`src/hw/rtl/ssfs_pkg.sv`:
```
`default_nettype none
package ssfs_pkg;

  // field and register widths
  localparam int CMD_W      = 3;
  localparam int JIT_W      = 2;
  localparam int CFG_IDX_W  = 3;
  localparam int CFG_DATA_W = 16;
  localparam int VAL_W      = 16;
  localparam int WAIT_W     = 17;
  localparam int REP_W      = 17;

  // shared divider geometry
  localparam int DVD_W     = 33;
  localparam int DVS_W     = 17;
  localparam int DIV_CNT_W = 6;

  // extra pixels between sheet rows
  localparam logic [7:0] ROW_GAP = 8'd0;

  // command codes
  localparam logic [CMD_W-1:0] CMD_TICK    = 3'd0;
  localparam logic [CMD_W-1:0] CMD_START   = 3'd1;
  localparam logic [CMD_W-1:0] CMD_STOP    = 3'd2;
  localparam logic [CMD_W-1:0] CMD_SUSPEND = 3'd3;
  localparam logic [CMD_W-1:0] CMD_RESUME  = 3'd4;

  // configuration register indexes
  localparam logic [CFG_IDX_W-1:0] REG_FRAME_COUNT  = 3'd0;
  localparam logic [CFG_IDX_W-1:0] REG_FRAME_WIDTH  = 3'd1;
  localparam logic [CFG_IDX_W-1:0] REG_FRAME_HEIGHT = 3'd2;
  localparam logic [CFG_IDX_W-1:0] REG_FRAME_GAP    = 3'd3;
  localparam logic [CFG_IDX_W-1:0] REG_SHEET_WIDTH  = 3'd4;
  localparam logic [CFG_IDX_W-1:0] REG_FRAME_RATE   = 3'd5;
  localparam logic [CFG_IDX_W-1:0] REG_REPEAT_LIMIT = 3'd6;
  localparam logic [CFG_IDX_W-1:0] REG_LOOP_MODE    = 3'd7;

  // controller states
  typedef enum logic [3:0] {
    S_IDLE,
    S_EXEC,
    S_DIVF,
    S_MULX,
    S_MODS,
    S_MODW,
    S_YS,
    S_YW,
    S_MULY,
    S_FIN
  } ctrl_state_t;

  // controller to datapath
  typedef struct packed {
    logic load;     // capture the input transaction
    logic exec;     // apply the command to the sequencer state
    logic div_fpr;  // start frames-per-row division
    logic mul_x;    // pitch times frame index
    logic div_mod;  // start source x modulo
    logic div_y;    // start row number division
    logic mul_y;    // row number times row height
    logic fin;      // load output register, step the index
  } ctrl_cmd_t;

  // datapath to controller
  typedef struct packed {
    logic is_start;
    logic draw_go;
    logic div_done;
    logic out_free;
  } dp_status_t;

endpackage
`default_nettype wire

```
`src/hw/rtl/ssfs_if.sv`:
```
`default_nettype none
interface ssfs_in_if;
  logic                        valid;
  logic                        ready;
  logic [ssfs_pkg::CMD_W-1:0]  cmd;
  logic [ssfs_pkg::JIT_W-1:0]  jitter;

  modport source (output valid, output cmd, output jitter, input ready);
  modport sink   (input valid, input cmd, input jitter, output ready);
endinterface

interface ssfs_out_if;
  logic                        valid;
  logic                        ready;
  logic                        draw;
  logic [ssfs_pkg::VAL_W-1:0]  source_x;
  logic [ssfs_pkg::VAL_W-1:0]  source_y;
  logic                        active;

  modport source (output valid, output draw, output source_x, output source_y,
                  output active, input ready);
  modport sink   (input valid, input draw, input source_x, input source_y,
                  input active, output ready);
endinterface
`default_nettype wire

```
`src/hw/rtl/ssfs_div.sv`:
```
`default_nettype none
// Restoring divider, one quotient bit per cycle. The dividend comes in
// left-aligned; nbits sets how many bits are consumed.
module ssfs_div (
  input  wire logic                              clk,
  input  wire logic                              rst_n,
  input  wire logic                              start,
  input  wire logic [ssfs_pkg::DVD_W-1:0]        dividend,
  input  wire logic [ssfs_pkg::DVS_W-1:0]        divisor,
  input  wire logic [ssfs_pkg::DIV_CNT_W-1:0]    nbits,
  output logic                                   done,
  output logic [ssfs_pkg::DVS_W-1:0]             quotient,
  output logic [ssfs_pkg::DVS_W-1:0]             remainder
);

  logic [ssfs_pkg::DVD_W-1:0]     dvd_r, dvd_nxt;
  logic [ssfs_pkg::DVS_W-1:0]     dvs_r;
  logic [ssfs_pkg::DVS_W-1:0]     rem_r, rem_nxt;
  logic [ssfs_pkg::DVS_W-1:0]     quo_r, quo_nxt;
  logic [ssfs_pkg::DIV_CNT_W-1:0] cnt_r, cnt_nxt;
  logic                           done_r, done_nxt;
  logic [ssfs_pkg::DVS_W:0]       trial;
  logic [ssfs_pkg::DVS_W:0]       diff;

  // one shift-and-subtract step
  always_comb begin
    trial    = {rem_r, dvd_r[ssfs_pkg::DVD_W-1]};
    diff     = trial - {1'b0, dvs_r};
    dvd_nxt  = dvd_r;
    rem_nxt  = rem_r;
    quo_nxt  = quo_r;
    cnt_nxt  = cnt_r;
    done_nxt = 1'b0;
    if (start) begin
      dvd_nxt = dividend;
      rem_nxt = '0;
      quo_nxt = '0;
      cnt_nxt = nbits;
    end else if (cnt_r != '0) begin
      dvd_nxt = {dvd_r[ssfs_pkg::DVD_W-2:0], 1'b0};
      if (trial >= {1'b0, dvs_r}) begin
        rem_nxt = diff[ssfs_pkg::DVS_W-1:0];
        quo_nxt = {quo_r[ssfs_pkg::DVS_W-2:0], 1'b1};
      end else begin
        rem_nxt = trial[ssfs_pkg::DVS_W-1:0];
        quo_nxt = {quo_r[ssfs_pkg::DVS_W-2:0], 1'b0};
      end
      cnt_nxt  = cnt_r - 1'b1;
      done_nxt = (cnt_r == ssfs_pkg::DIV_CNT_W'(1));
    end
  end

  always_ff @(posedge clk) begin
    if (!rst_n) begin
      cnt_r  <= '0;
      done_r <= 1'b0;
    end else begin
      cnt_r  <= cnt_nxt;
      done_r <= done_nxt;
    end
  end

  always_ff @(posedge clk) begin
    dvd_r <= dvd_nxt;
    rem_r <= rem_nxt;
    quo_r <= quo_nxt;
    if (start) begin
      dvs_r <= divisor;
    end
  end

  assign done      = done_r;
  assign quotient  = quo_r;
  assign remainder = rem_r;

endmodule
`default_nettype wire

```
`src/hw/rtl/ssfs_dp.sv`:
```
`default_nettype none
module ssfs_dp (
  input  wire logic                               clk,
  input  wire logic                               rst_n,
  input  wire logic                               cfg_we,
  input  wire logic [ssfs_pkg::CFG_IDX_W-1:0]     cfg_idx,
  input  wire logic [ssfs_pkg::CFG_DATA_W-1:0]    cfg_wdata,
  input  wire logic [ssfs_pkg::CMD_W-1:0]         in_cmd,
  input  wire logic [ssfs_pkg::JIT_W-1:0]         in_jitter,
  input  wire ssfs_pkg::ctrl_cmd_t                cmd,
  output ssfs_pkg::dp_status_t                    status,
  input  wire logic                               out_ready,
  output logic                                    out_valid,
  output logic                                    out_draw,
  output logic [ssfs_pkg::VAL_W-1:0]              out_source_x,
  output logic [ssfs_pkg::VAL_W-1:0]              out_source_y,
  output logic                                    out_active
);

  localparam int VW = ssfs_pkg::VAL_W;
  localparam int WW = ssfs_pkg::WAIT_W;
  localparam int RW = ssfs_pkg::REP_W;

  typedef enum logic [1:0] {SEL_FPR, SEL_MOD, SEL_Y} div_sel_t;

  // configuration
  logic [VW-1:0] frame_count_r, frame_width_r, frame_height_r, frame_gap_r;
  logic [VW-1:0] sheet_width_r, frame_rate_r, repeat_limit_r;
  logic          loop_mode_r;

  // sequencer state
  logic          running_r, suspended_r, stepping_down_r;
  logic [WW-1:0] wait_count_r;
  logic [VW-1:0] frame_index_r;
  logic [RW-1:0] repeats_done_r;
  logic [VW-1:0] frames_per_row_r;

  // transaction and work registers
  logic [ssfs_pkg::CMD_W-1:0] cmd_r;
  logic [ssfs_pkg::JIT_W-1:0] jit_r;
  logic                       draw_r, step_r;
  logic [ssfs_pkg::DVD_W-1:0] prod_r;
  logic [VW-1:0]              sx_r, sy_r, yq_r;
  div_sel_t                   div_sel_r;

  // output register
  logic          out_valid_r, out_draw_r, out_active_r;
  logic [VW-1:0] out_sx_r, out_sy_r;

  // configuration writes
  always_ff @(posedge clk) begin
    if (!rst_n) begin
      frame_count_r  <= VW'(1);
      frame_width_r  <= VW'(1);
      frame_height_r <= VW'(1);
      frame_gap_r    <= '0;
      sheet_width_r  <= VW'(1);
      frame_rate_r   <= VW'(1);
      repeat_limit_r <= '0;
      loop_mode_r    <= 1'b0;
    end else if (cfg_we) begin
      unique case (cfg_idx)
        ssfs_pkg::REG_FRAME_COUNT:  frame_count_r  <= cfg_wdata;
        ssfs_pkg::REG_FRAME_WIDTH:  frame_width_r  <= cfg_wdata;
        ssfs_pkg::REG_FRAME_HEIGHT: frame_height_r <= cfg_wdata;
        ssfs_pkg::REG_FRAME_GAP:    frame_gap_r    <= cfg_wdata;
        ssfs_pkg::REG_SHEET_WIDTH:  sheet_width_r  <= cfg_wdata;
        ssfs_pkg::REG_FRAME_RATE:   frame_rate_r   <= cfg_wdata;
        ssfs_pkg::REG_REPEAT_LIMIT: repeat_limit_r <= cfg_wdata;
        ssfs_pkg::REG_LOOP_MODE:    loop_mode_r    <= cfg_wdata[0];
        default: ;
      endcase
    end
  end

  // tick evaluation on the current state
  logic [WW-1:0] wait_dec, reload, reload_fix;
  logic [RW-1:0] rep_a, rep_b;
  logic [VW-1:0] last_index, index_eval;
  logic          at_first, at_last, tick_ok, expire, dir_eval, draw_eval;
  logic [RW-1:0] limit_ext;

  always_comb begin
    limit_ext  = {1'b0, repeat_limit_r};
    tick_ok    = (cmd_r == ssfs_pkg::CMD_TICK) && !suspended_r && running_r &&
                 (repeats_done_r <= limit_ext);
    wait_dec   = wait_count_r - 1'b1;
    expire     = tick_ok && (wait_dec == '0);
    reload     = {1'b0, frame_rate_r} + WW'(jit_r);
    reload_fix = (reload == '0) ? WW'(1) : reload;
    last_index = frame_count_r - 1'b1;
    at_first   = (frame_index_r == '0);
    at_last    = (frame_index_r == last_index);
    rep_a      = repeats_done_r;
    dir_eval   = stepping_down_r;
    index_eval = frame_index_r;
    if (at_first) begin
      rep_a    = (repeats_done_r == '1) ? repeats_done_r : repeats_done_r + 1'b1;
      dir_eval = 1'b0;
    end
    rep_b = rep_a;
    if (at_last) begin
      rep_b = (rep_a == '1) ? rep_a : rep_a + 1'b1;
      if (loop_mode_r) begin
        index_eval = '0;
      end else begin
        dir_eval = 1'b1;
      end
    end
    draw_eval = expire && (rep_b <= limit_ext);
  end

  // shared divider operand selection
  logic                           div_start;
  logic [ssfs_pkg::DVD_W-1:0]     div_dvd;
  logic [ssfs_pkg::DVS_W-1:0]     div_dvs;
  logic [ssfs_pkg::DIV_CNT_W-1:0] div_n;
  logic                           div_done;
  logic [ssfs_pkg::DVS_W-1:0]     div_quo, div_rem;
  logic [ssfs_pkg::DVS_W-1:0]     row_num, row_den;

  always_comb begin
    row_num   = {1'b0, sheet_width_r} + {1'b0, frame_gap_r};
    row_den   = {1'b0, frame_width_r} + {1'b0, frame_gap_r};
    div_start = cmd.div_fpr || cmd.div_mod || cmd.div_y;
    priority if (cmd.div_fpr) begin
      div_dvd = {row_num, {(ssfs_pkg::DVD_W-ssfs_pkg::DVS_W){1'b0}}};
      div_dvs = row_den;
      div_n   = ssfs_pkg::DIV_CNT_W'(ssfs_pkg::DVS_W);
    end else if (cmd.div_mod) begin
      div_dvd = prod_r;
      div_dvs = {1'b0, sheet_width_r};
      div_n   = ssfs_pkg::DIV_CNT_W'(ssfs_pkg::DVD_W);
    end else begin
      div_dvd = {frame_index_r, {(ssfs_pkg::DVD_W-VW){1'b0}}};
      div_dvs = {1'b0, frames_per_row_r};
      div_n   = ssfs_pkg::DIV_CNT_W'(VW);
    end
  end

  ssfs_div u_div (
    .clk       (clk),
    .rst_n     (rst_n),
    .start     (div_start),
    .dividend  (div_dvd),
    .divisor   (div_dvs),
    .nbits     (div_n),
    .done      (div_done),
    .quotient  (div_quo),
    .remainder (div_rem)
  );

  // row height and products
  logic [VW-1:0]              row_height;
  logic [ssfs_pkg::DVD_W-1:0] prod_nxt;
  logic [2*VW-1:0]            y_prod;

  always_comb begin
    row_height = frame_height_r + VW'(ssfs_pkg::ROW_GAP);
    prod_nxt   = {{(ssfs_pkg::DVD_W-ssfs_pkg::DVS_W){1'b0}}, row_den} *
                 {{(ssfs_pkg::DVD_W-VW){1'b0}}, frame_index_r};
    y_prod     = yq_r * row_height;
  end

  // sequencer state updates
  always_ff @(posedge clk) begin
    if (!rst_n) begin
      running_r        <= 1'b0;
      suspended_r      <= 1'b0;
      stepping_down_r  <= 1'b0;
      wait_count_r     <= '0;
      frame_index_r    <= '0;
      repeats_done_r   <= '0;
      frames_per_row_r <= '0;
    end else begin
      if (cmd.exec) begin
        unique case (cmd_r)
          ssfs_pkg::CMD_TICK: begin
            if (tick_ok) begin
              wait_count_r <= expire ? reload_fix : wait_dec;
            end
            if (expire) begin
              repeats_done_r  <= rep_b;
              stepping_down_r <= dir_eval;
              frame_index_r   <= index_eval;
            end
          end
          ssfs_pkg::CMD_START: begin
            frame_index_r   <= '0;
            stepping_down_r <= 1'b0;
            repeats_done_r  <= '0;
            wait_count_r    <= WW'(1);
            running_r       <= 1'b1;
            suspended_r     <= 1'b0;
          end
          ssfs_pkg::CMD_STOP:    running_r   <= 1'b0;
          ssfs_pkg::CMD_SUSPEND: suspended_r <= 1'b1;
          ssfs_pkg::CMD_RESUME:  suspended_r <= 1'b0;
          default: ;
        endcase
      end
      // frames per row, saturated, zero for a zero divisor
      if (div_done && (div_sel_r == SEL_FPR)) begin
        if (row_den == '0) begin
          frames_per_row_r <= '0;
        end else if (div_quo[ssfs_pkg::DVS_W-1]) begin
          frames_per_row_r <= '1;
        end else begin
          frames_per_row_r <= div_quo[VW-1:0];
        end
      end
      // index moves one step once the frame is out
      if (cmd.fin && step_r) begin
        frame_index_r <= stepping_down_r ? frame_index_r - 1'b1 : frame_index_r + 1'b1;
      end
    end
  end

  // transaction capture and coordinate work registers
  always_ff @(posedge clk) begin
    if (cmd.load) begin
      cmd_r <= in_cmd;
      jit_r <= in_jitter;
    end
    if (cmd.exec) begin
      draw_r <= draw_eval;
      step_r <= expire;
    end
    if (div_start) begin
      priority if (cmd.div_fpr) begin
        div_sel_r <= SEL_FPR;
      end else if (cmd.div_mod) begin
        div_sel_r <= SEL_MOD;
      end else begin
        div_sel_r <= SEL_Y;
      end
    end
    if (cmd.mul_x) begin
      prod_r <= prod_nxt;
    end
    if (div_done && (div_sel_r == SEL_MOD)) begin
      sx_r <= (sheet_width_r == '0) ? prod_r[VW-1:0] : div_rem[VW-1:0];
    end
    if (div_done && (div_sel_r == SEL_Y)) begin
      yq_r <= (frames_per_row_r == '0) ? '0 : div_quo[VW-1:0];
    end
    if (cmd.mul_y) begin
      sy_r <= y_prod[VW-1:0];
    end
  end

  // output register
  always_ff @(posedge clk) begin
    if (!rst_n) begin
      out_valid_r <= 1'b0;
    end else if (cmd.fin) begin
      out_valid_r <= 1'b1;
    end else if (out_ready) begin
      out_valid_r <= 1'b0;
    end
  end

  always_ff @(posedge clk) begin
    if (cmd.fin) begin
      out_draw_r   <= draw_r;
      out_sx_r     <= draw_r ? sx_r : '0;
      out_sy_r     <= draw_r ? sy_r : '0;
      out_active_r <= running_r;
    end
  end

  assign status.is_start = (cmd_r == ssfs_pkg::CMD_START);
  assign status.draw_go  = draw_eval;
  assign status.div_done = div_done;
  assign status.out_free = !out_valid_r || out_ready;

  assign out_valid    = out_valid_r;
  assign out_draw     = out_draw_r;
  assign out_source_x = out_sx_r;
  assign out_source_y = out_sy_r;
  assign out_active   = out_active_r;

endmodule
`default_nettype wire

```
`src/hw/rtl/ssfs_ctrl.sv`:
```
`default_nettype none
module ssfs_ctrl (
  input  wire logic                  clk,
  input  wire logic                  rst_n,
  input  wire logic                  in_valid,
  output logic                       in_ready,
  input  wire ssfs_pkg::dp_status_t  status,
  output ssfs_pkg::ctrl_cmd_t        cmd
);

  ssfs_pkg::ctrl_state_t state_r, state_nxt;

  always_ff @(posedge clk) begin
    if (!rst_n) begin
      state_r <= ssfs_pkg::S_IDLE;
    end else begin
      state_r <= state_nxt;
    end
  end

  // sequencing of one command
  always_comb begin
    state_nxt = state_r;
    cmd       = '0;
    in_ready  = 1'b0;
    unique case (state_r)
      ssfs_pkg::S_IDLE: begin
        in_ready = 1'b1;
        if (in_valid) begin
          cmd.load  = 1'b1;
          state_nxt = ssfs_pkg::S_EXEC;
        end
      end
      ssfs_pkg::S_EXEC: begin
        cmd.exec = 1'b1;
        priority if (status.is_start) begin
          cmd.div_fpr = 1'b1;
          state_nxt   = ssfs_pkg::S_DIVF;
        end else if (status.draw_go) begin
          state_nxt = ssfs_pkg::S_MULX;
        end else begin
          state_nxt = ssfs_pkg::S_FIN;
        end
      end
      ssfs_pkg::S_DIVF: begin
        if (status.div_done) begin
          state_nxt = ssfs_pkg::S_FIN;
        end
      end
      ssfs_pkg::S_MULX: begin
        cmd.mul_x = 1'b1;
        state_nxt = ssfs_pkg::S_MODS;
      end
      ssfs_pkg::S_MODS: begin
        cmd.div_mod = 1'b1;
        state_nxt   = ssfs_pkg::S_MODW;
      end
      ssfs_pkg::S_MODW: begin
        if (status.div_done) begin
          state_nxt = ssfs_pkg::S_YS;
        end
      end
      ssfs_pkg::S_YS: begin
        cmd.div_y = 1'b1;
        state_nxt = ssfs_pkg::S_YW;
      end
      ssfs_pkg::S_YW: begin
        if (status.div_done) begin
          state_nxt = ssfs_pkg::S_MULY;
        end
      end
      ssfs_pkg::S_MULY: begin
        cmd.mul_y = 1'b1;
        state_nxt = ssfs_pkg::S_FIN;
      end
      ssfs_pkg::S_FIN: begin
        if (status.out_free) begin
          cmd.fin   = 1'b1;
          state_nxt = ssfs_pkg::S_IDLE;
        end
      end
      default: state_nxt = ssfs_pkg::S_IDLE;
    endcase
  end

endmodule
`default_nettype wire

```
`src/hw/rtl/sprite_sheet_frame_sequencer_top.sv`:
```
`default_nettype none
// Sprite sheet frame sequencer. Each input transaction is one command (tick,
// start, stop, suspend, resume) and yields exactly one result transaction
// carrying draw, the sheet coordinates of the frame and the active flag.
// Commands are handled one at a time. Stop, suspend, resume, unused codes and
// ticks that draw nothing go straight from execution to the result; start
// waits on the 17-step frames-per-row division; a tick that draws waits on
// the shared one-bit-per-cycle divider running the 33-step source x modulo
// and then the 16-step row division. A finished result sits in the output
// register, so the next command is accepted while it waits. Write
// configuration only while idle.
module sprite_sheet_frame_sequencer_top (
  input  wire logic                             clk,
  input  wire logic                             rst_n,
  input  wire logic                             cfg_we,
  input  wire logic [ssfs_pkg::CFG_IDX_W-1:0]   cfg_idx,
  input  wire logic [ssfs_pkg::CFG_DATA_W-1:0]  cfg_wdata,
  ssfs_in_if.sink                               in_ch,
  ssfs_out_if.source                            out_ch
);

  ssfs_pkg::ctrl_cmd_t  cmd;
  ssfs_pkg::dp_status_t status;

  ssfs_ctrl u_ctrl (
    .clk      (clk),
    .rst_n    (rst_n),
    .in_valid (in_ch.valid),
    .in_ready (in_ch.ready),
    .status   (status),
    .cmd      (cmd)
  );

  ssfs_dp u_dp (
    .clk          (clk),
    .rst_n        (rst_n),
    .cfg_we       (cfg_we),
    .cfg_idx      (cfg_idx),
    .cfg_wdata    (cfg_wdata),
    .in_cmd       (in_ch.cmd),
    .in_jitter    (in_ch.jitter),
    .cmd          (cmd),
    .status       (status),
    .out_ready    (out_ch.ready),
    .out_valid    (out_ch.valid),
    .out_draw     (out_ch.draw),
    .out_source_x (out_ch.source_x),
    .out_source_y (out_ch.source_y),
    .out_active   (out_ch.active)
  );

`ifndef SYNTHESIS
  // one command in flight: no acceptance right after an acceptance
  a_one_in_flight: assert property (@(posedge clk) disable iff (!rst_n)
    (in_ch.valid && in_ch.ready) |=> !in_ch.ready)
    else $error("input accepted while a command is in flight");

  // a drawn frame belongs to a running animation
  a_draw_active: assert property (@(posedge clk) disable iff (!rst_n)
    (out_ch.valid && out_ch.draw) |-> out_ch.active)
    else $error("draw reported while not active");

  // a new result is loaded only while the input side is closed
  a_load_when_busy: assert property (@(posedge clk) disable iff (!rst_n)
    $rose(out_ch.valid) |-> $past(!in_ch.ready))
    else $error("result loaded while idle");
`endif

endmodule
`default_nettype wire
```
`src/flat_wrapper.sv`:
```
// flat-port wrapper written by rule: the top's interface ports become plain ports
module sprite_sheet_frame_sequencer_top_flat 
  (clk, rst_n, cfg_we, cfg_idx, cfg_wdata, in_ch_valid, in_ch_cmd, in_ch_jitter, in_ch_ready, out_ch_valid, out_ch_draw, out_ch_source_x, out_ch_source_y, out_ch_active, out_ch_ready);
  ssfs_in_if in_ch_i ();
  ssfs_out_if out_ch_i ();
  input  wire logic clk;
  input  wire logic rst_n;
  input  wire logic cfg_we;
  input  wire logic [ssfs_pkg::CFG_IDX_W-1:0] cfg_idx;
  input  wire logic [ssfs_pkg::CFG_DATA_W-1:0] cfg_wdata;
  input wire logic [$bits(in_ch_i.valid)-1:0] in_ch_valid;
  input wire logic [$bits(in_ch_i.cmd)-1:0] in_ch_cmd;
  input wire logic [$bits(in_ch_i.jitter)-1:0] in_ch_jitter;
  output wire logic [$bits(in_ch_i.ready)-1:0] in_ch_ready;
  output wire logic [$bits(out_ch_i.valid)-1:0] out_ch_valid;
  output wire logic [$bits(out_ch_i.draw)-1:0] out_ch_draw;
  output wire logic [$bits(out_ch_i.source_x)-1:0] out_ch_source_x;
  output wire logic [$bits(out_ch_i.source_y)-1:0] out_ch_source_y;
  output wire logic [$bits(out_ch_i.active)-1:0] out_ch_active;
  input wire logic [$bits(out_ch_i.ready)-1:0] out_ch_ready;
  assign in_ch_i.valid = in_ch_valid;
  assign in_ch_i.cmd = in_ch_cmd;
  assign in_ch_i.jitter = in_ch_jitter;
  assign in_ch_ready = in_ch_i.ready;
  assign out_ch_valid = out_ch_i.valid;
  assign out_ch_draw = out_ch_i.draw;
  assign out_ch_source_x = out_ch_i.source_x;
  assign out_ch_source_y = out_ch_i.source_y;
  assign out_ch_active = out_ch_i.active;
  assign out_ch_i.ready = out_ch_ready;
  sprite_sheet_frame_sequencer_top u_core (.clk(clk), .rst_n(rst_n), .cfg_we(cfg_we), .cfg_idx(cfg_idx), .cfg_wdata(cfg_wdata), .in_ch(in_ch_i), .out_ch(out_ch_i));
endmodule
```
`config.mk`:
```
export PLATFORM = sky130hd
export DESIGN_NAME = sprite_sheet_frame_sequencer_top_flat
export DESIGN_NICKNAME = d
export VERILOG_FILES = /design/src/hw/rtl/ssfs_pkg.sv /design/src/hw/rtl/ssfs_if.sv /design/src/hw/rtl/ssfs_div.sv /design/src/hw/rtl/ssfs_dp.sv /design/src/hw/rtl/ssfs_ctrl.sv /design/src/hw/rtl/sprite_sheet_frame_sequencer_top.sv /design/src/flat_wrapper.sv
export SDC_FILE = /design/constraint.sdc
export NUM_CORES = 2
export LEC_CHECK = 0
export ABC_CLOCK_PERIOD_IN_PS = 15550
export BUFFER_PORTS_ARGS = -buffer_cell sky130_fd_sc_hd__buf_2
export CORE_UTILIZATION = 45
export CTS_CLUSTER_DIAMETER = 120
export DETAILED_ROUTE_END_ITERATION = 8
export SYNTH_ARGS = -nofsm -noshare
export SYNTH_HDL_FRONTEND = slang
export SYNTH_SLANG_ARGS = --single-unit
```
`constraint.sdc`:
```
create_clock -name clk -period 15.55 [get_ports clk]
set_input_delay 3.11 -clock clk [delete_from_list [all_inputs] [get_ports clk]]
set_output_delay 3.11 -clock clk [all_outputs]
set_load 0.02 [all_outputs]
```
==> flow_summary.json <==
{
  "outcome": "completed",
  "ys_ff_latch": 402,
  "cts_tree": "done",
  "clock_path_buffers": 3,
  "drt-wirelength-per-cell_um": 19.01,
  "cts-root-buf": "clkbuf_16",
  "clk_latency_ps": 610,
  "tightestPinTransition_ps": 1199,
  "syn-cell-area_mm2": 0.03405,
  "power.leakage_nw": 15.12,
  "crit_path_start_kind": "register",
  "cp_data_arrival_time_ps": 9050,
  "cts-buffers-inserted": 48,
  "route.vias.total": 26300,
  "cts.repair.resized": 0,
  "drc": 0,
  "grt_setup_unrepaired": "false",
  "fp.dieH_um": 277.1,
  "synth.distinct_cells": 85,
  "drv_cap": 0,
  "grt_usage": 0.2379,
  "grt_pass1_wl_mm": 144.5,
  "hpwl_mm": 67.18,
  "antenna_left": 0,
  "place_congestion": 0.8938,
  "cp_max_fo": 18,
  "fp.dieW_um": 277.1,
  "core-area_mm2": 0.07470,
  "synthFlopType": "dfxtp_1",
  "vias_per_cell": 5.517,
  "skew_ps": 24.33,
  "period_share": 0.5599,
  "cts_hold_buf": 0,
  "hold_viol_final": 0,
  "port_buffers": 64,
  "antenna_found_initial": 3,
  "start_util": 0.4558,
  "end_kind": "register",
  "clk_pin_slew_ps": 60,
  "cts_sinks": 402,
  "drv_slew": 0,
  "worstPathRequired_ps": 15890,
  "holdWs_ps": 464.8,
  "final_common_cell": "nand2_1",
  "cpMostUsedCell": "fa_1",
  "layout_common_cells": "nand2_1, inv_1, fa_1",
  "power_density_mw_per_mm2": 89.41,
  "syn_nets": 4344,
  "synthArstFlopShare": 0,
  "die_area_mm2": 0.07677,
  "ioPinCount": 65,
  "ir_drop_mv": 0.09810,
  "h-tree-depth": 2,
  "drt_iter0_drc": 1800,
  "synth.area.top_cells": "fa_1, edfxtp_1, dfxtp_1, ha_1, nand2_1",
  "synth_cells": 3764,
  "drive_gt1_frac": 0.07297,
  "final-setup-viol-count": 0,
  "overflow": 0,
  "crit_type": "reg2reg",
  "synth_area_leader_cell": "fa_1",
  "ys_warn_count": 0,
  "cp_slowest_stage_delay_ps": 660,
  "synth.top_cell.area_share": 0.1723,
  "grt_pass1_vias": 25820,
  "crit_slowest_cell": "a2111oi_0",
  "wirelength_mm": 90.60,
  "first_pass_iters": 5,
  "syn_area_per_cell_um2": 9.046,
  "placementRows": 100,
  "hp-class": "reg2reg",
  "nets": 4336,
  "synth_edf_count": 174,
  "relSlewSlack": 0.1976,
  "grt_start_max_net_pins": 81,
  "post-cts-setup-buffers": 0,
  "max_freq_ghz": 0.1149,
  "setup-tns-final_ps": 0,
  "yosysSeqAreaShare": 0.2875,
  "fin_crit_ps": 8706,
  "area_growth_syn_to_layout_pct": 8.974
}
## registers in the layout (all words and copies together), names as in the netlist, 17 cells and up
signal	cells
u_core.u_dp.u_div.dvd_r	33
u_core.u_dp.repeats_done_r	17
u_core.u_dp.u_div.dvs_r	17
u_core.u_dp.prod_r	33
u_core.u_dp.wait_count_r	17
u_core.u_dp.u_div.remainder	17
u_core.u_dp.u_div.quotient	17
## cell families after synthesis
kind of cell / count (synthesis) / synth area share
buffers and inverters: 564 / 0.06251
muxes: 47 / 0.01455
xor gates and xnor gates: 183 / 0.04707
DFF: 402 / 0.2875
adders and majority gates: 551 / 0.2671
and+or+nand+nor: 1370 / 0.1915
AOI/OAI and AO/OA: 647 / 0.1297
## stage by stage
stage / instances / total power (W) / setup slack (ps) / util / area [µm²]
final: 4767 / 0.003317 / 6844 / 0.4967 / 37100
after global routing: 4767 / 0.003484 / 6267 / 0.4967 / 37100
after CTS: 4765 / 0.003341 / 6811 / 0.4967 / 37100
after detailed placement: 4675 / 0.002117 / 6834 / 0.4740 / 35410
after global placement: 4675 / 0.002107 / 6945 / 0.4740 / 35410
after floorplan: 3764 / 0.001901 / 7406 / - / 34050
## cells in the mapped netlist (34+ instances only)
master,n
a21boi_0,116
fa_1,293
a21o_1,34
nor3_1,62
o21ai_0,101
xor2_1,57
nor2_1,153
nor2b_1,50
dfxtp_1,228
nand2_1,651
inv_1,384
ha_1,258
edfxtp_1,174
nand3_1,57
clkbuf_1,168
xnor2_1,126
a21oi_1,144
and2_1,206
## worst max-delay path: cells and delay by family (launching register included)
family | cells | cell delay, ps
compound gates | 10 | 2570
xor+xnor | 2 | 310
fa+ha+maj | 8 | 3610
buf+inv | 6 | 620
flops | 1 | 390
simple gates | 5 | 920
## layer usage
layer | vias to the layer above | track usage | wire [µm]
li1 | 12610 | - | -
met2 | 686 | 0.3775 | 41060
met1 | 12850 | 0.3283 | 41100
met4 | 2 | 0.07977 | 2974
met5 | - | 0 | 13
met3 | 155 | 0.04016 | 5457
## cell type report
class                           count  area (µm²)
Inverter                          386        1449
Sequential cell                   402        9789
Timing Repair Buffer              120       743.2
Fill cell                        7043       37590
Antenna cell                        2       5.005
Clock buffer                       57        1286
Clock inverter                     33       406.6
Multi-Input combinational cell   2798       22210
Tap cell                          969        1212
## report_power, final
group	total, W	switching, W	internal, W
Combinational	0.000743	0.000451	0.000292
Clock	0.00122	0.000500	0.000716
Sequential	0.00136	0.0000942	0.00126
Total	0.00332	0.00105	0.00227
## worst paths after layout
kind	from	end	slack, ps	cells past startpoint
min reg2reg	u_core.u_dp.repeat_limit_r[15]	u_core.u_dp.repeat_limit_r[15]	460	2
min	u_core.u_dp.repeat_limit_r[15]	u_core.u_dp.repeat_limit_r[15]	460	2
max	u_core.u_dp.frame_gap_r[1]	u_core.u_dp.prod_r[31]	6840	31
max reg2reg	u_core.u_dp.frame_gap_r[1]	u_core.u_dp.prod_r[31]	6840	31
(Power assumes the default switching activity.)
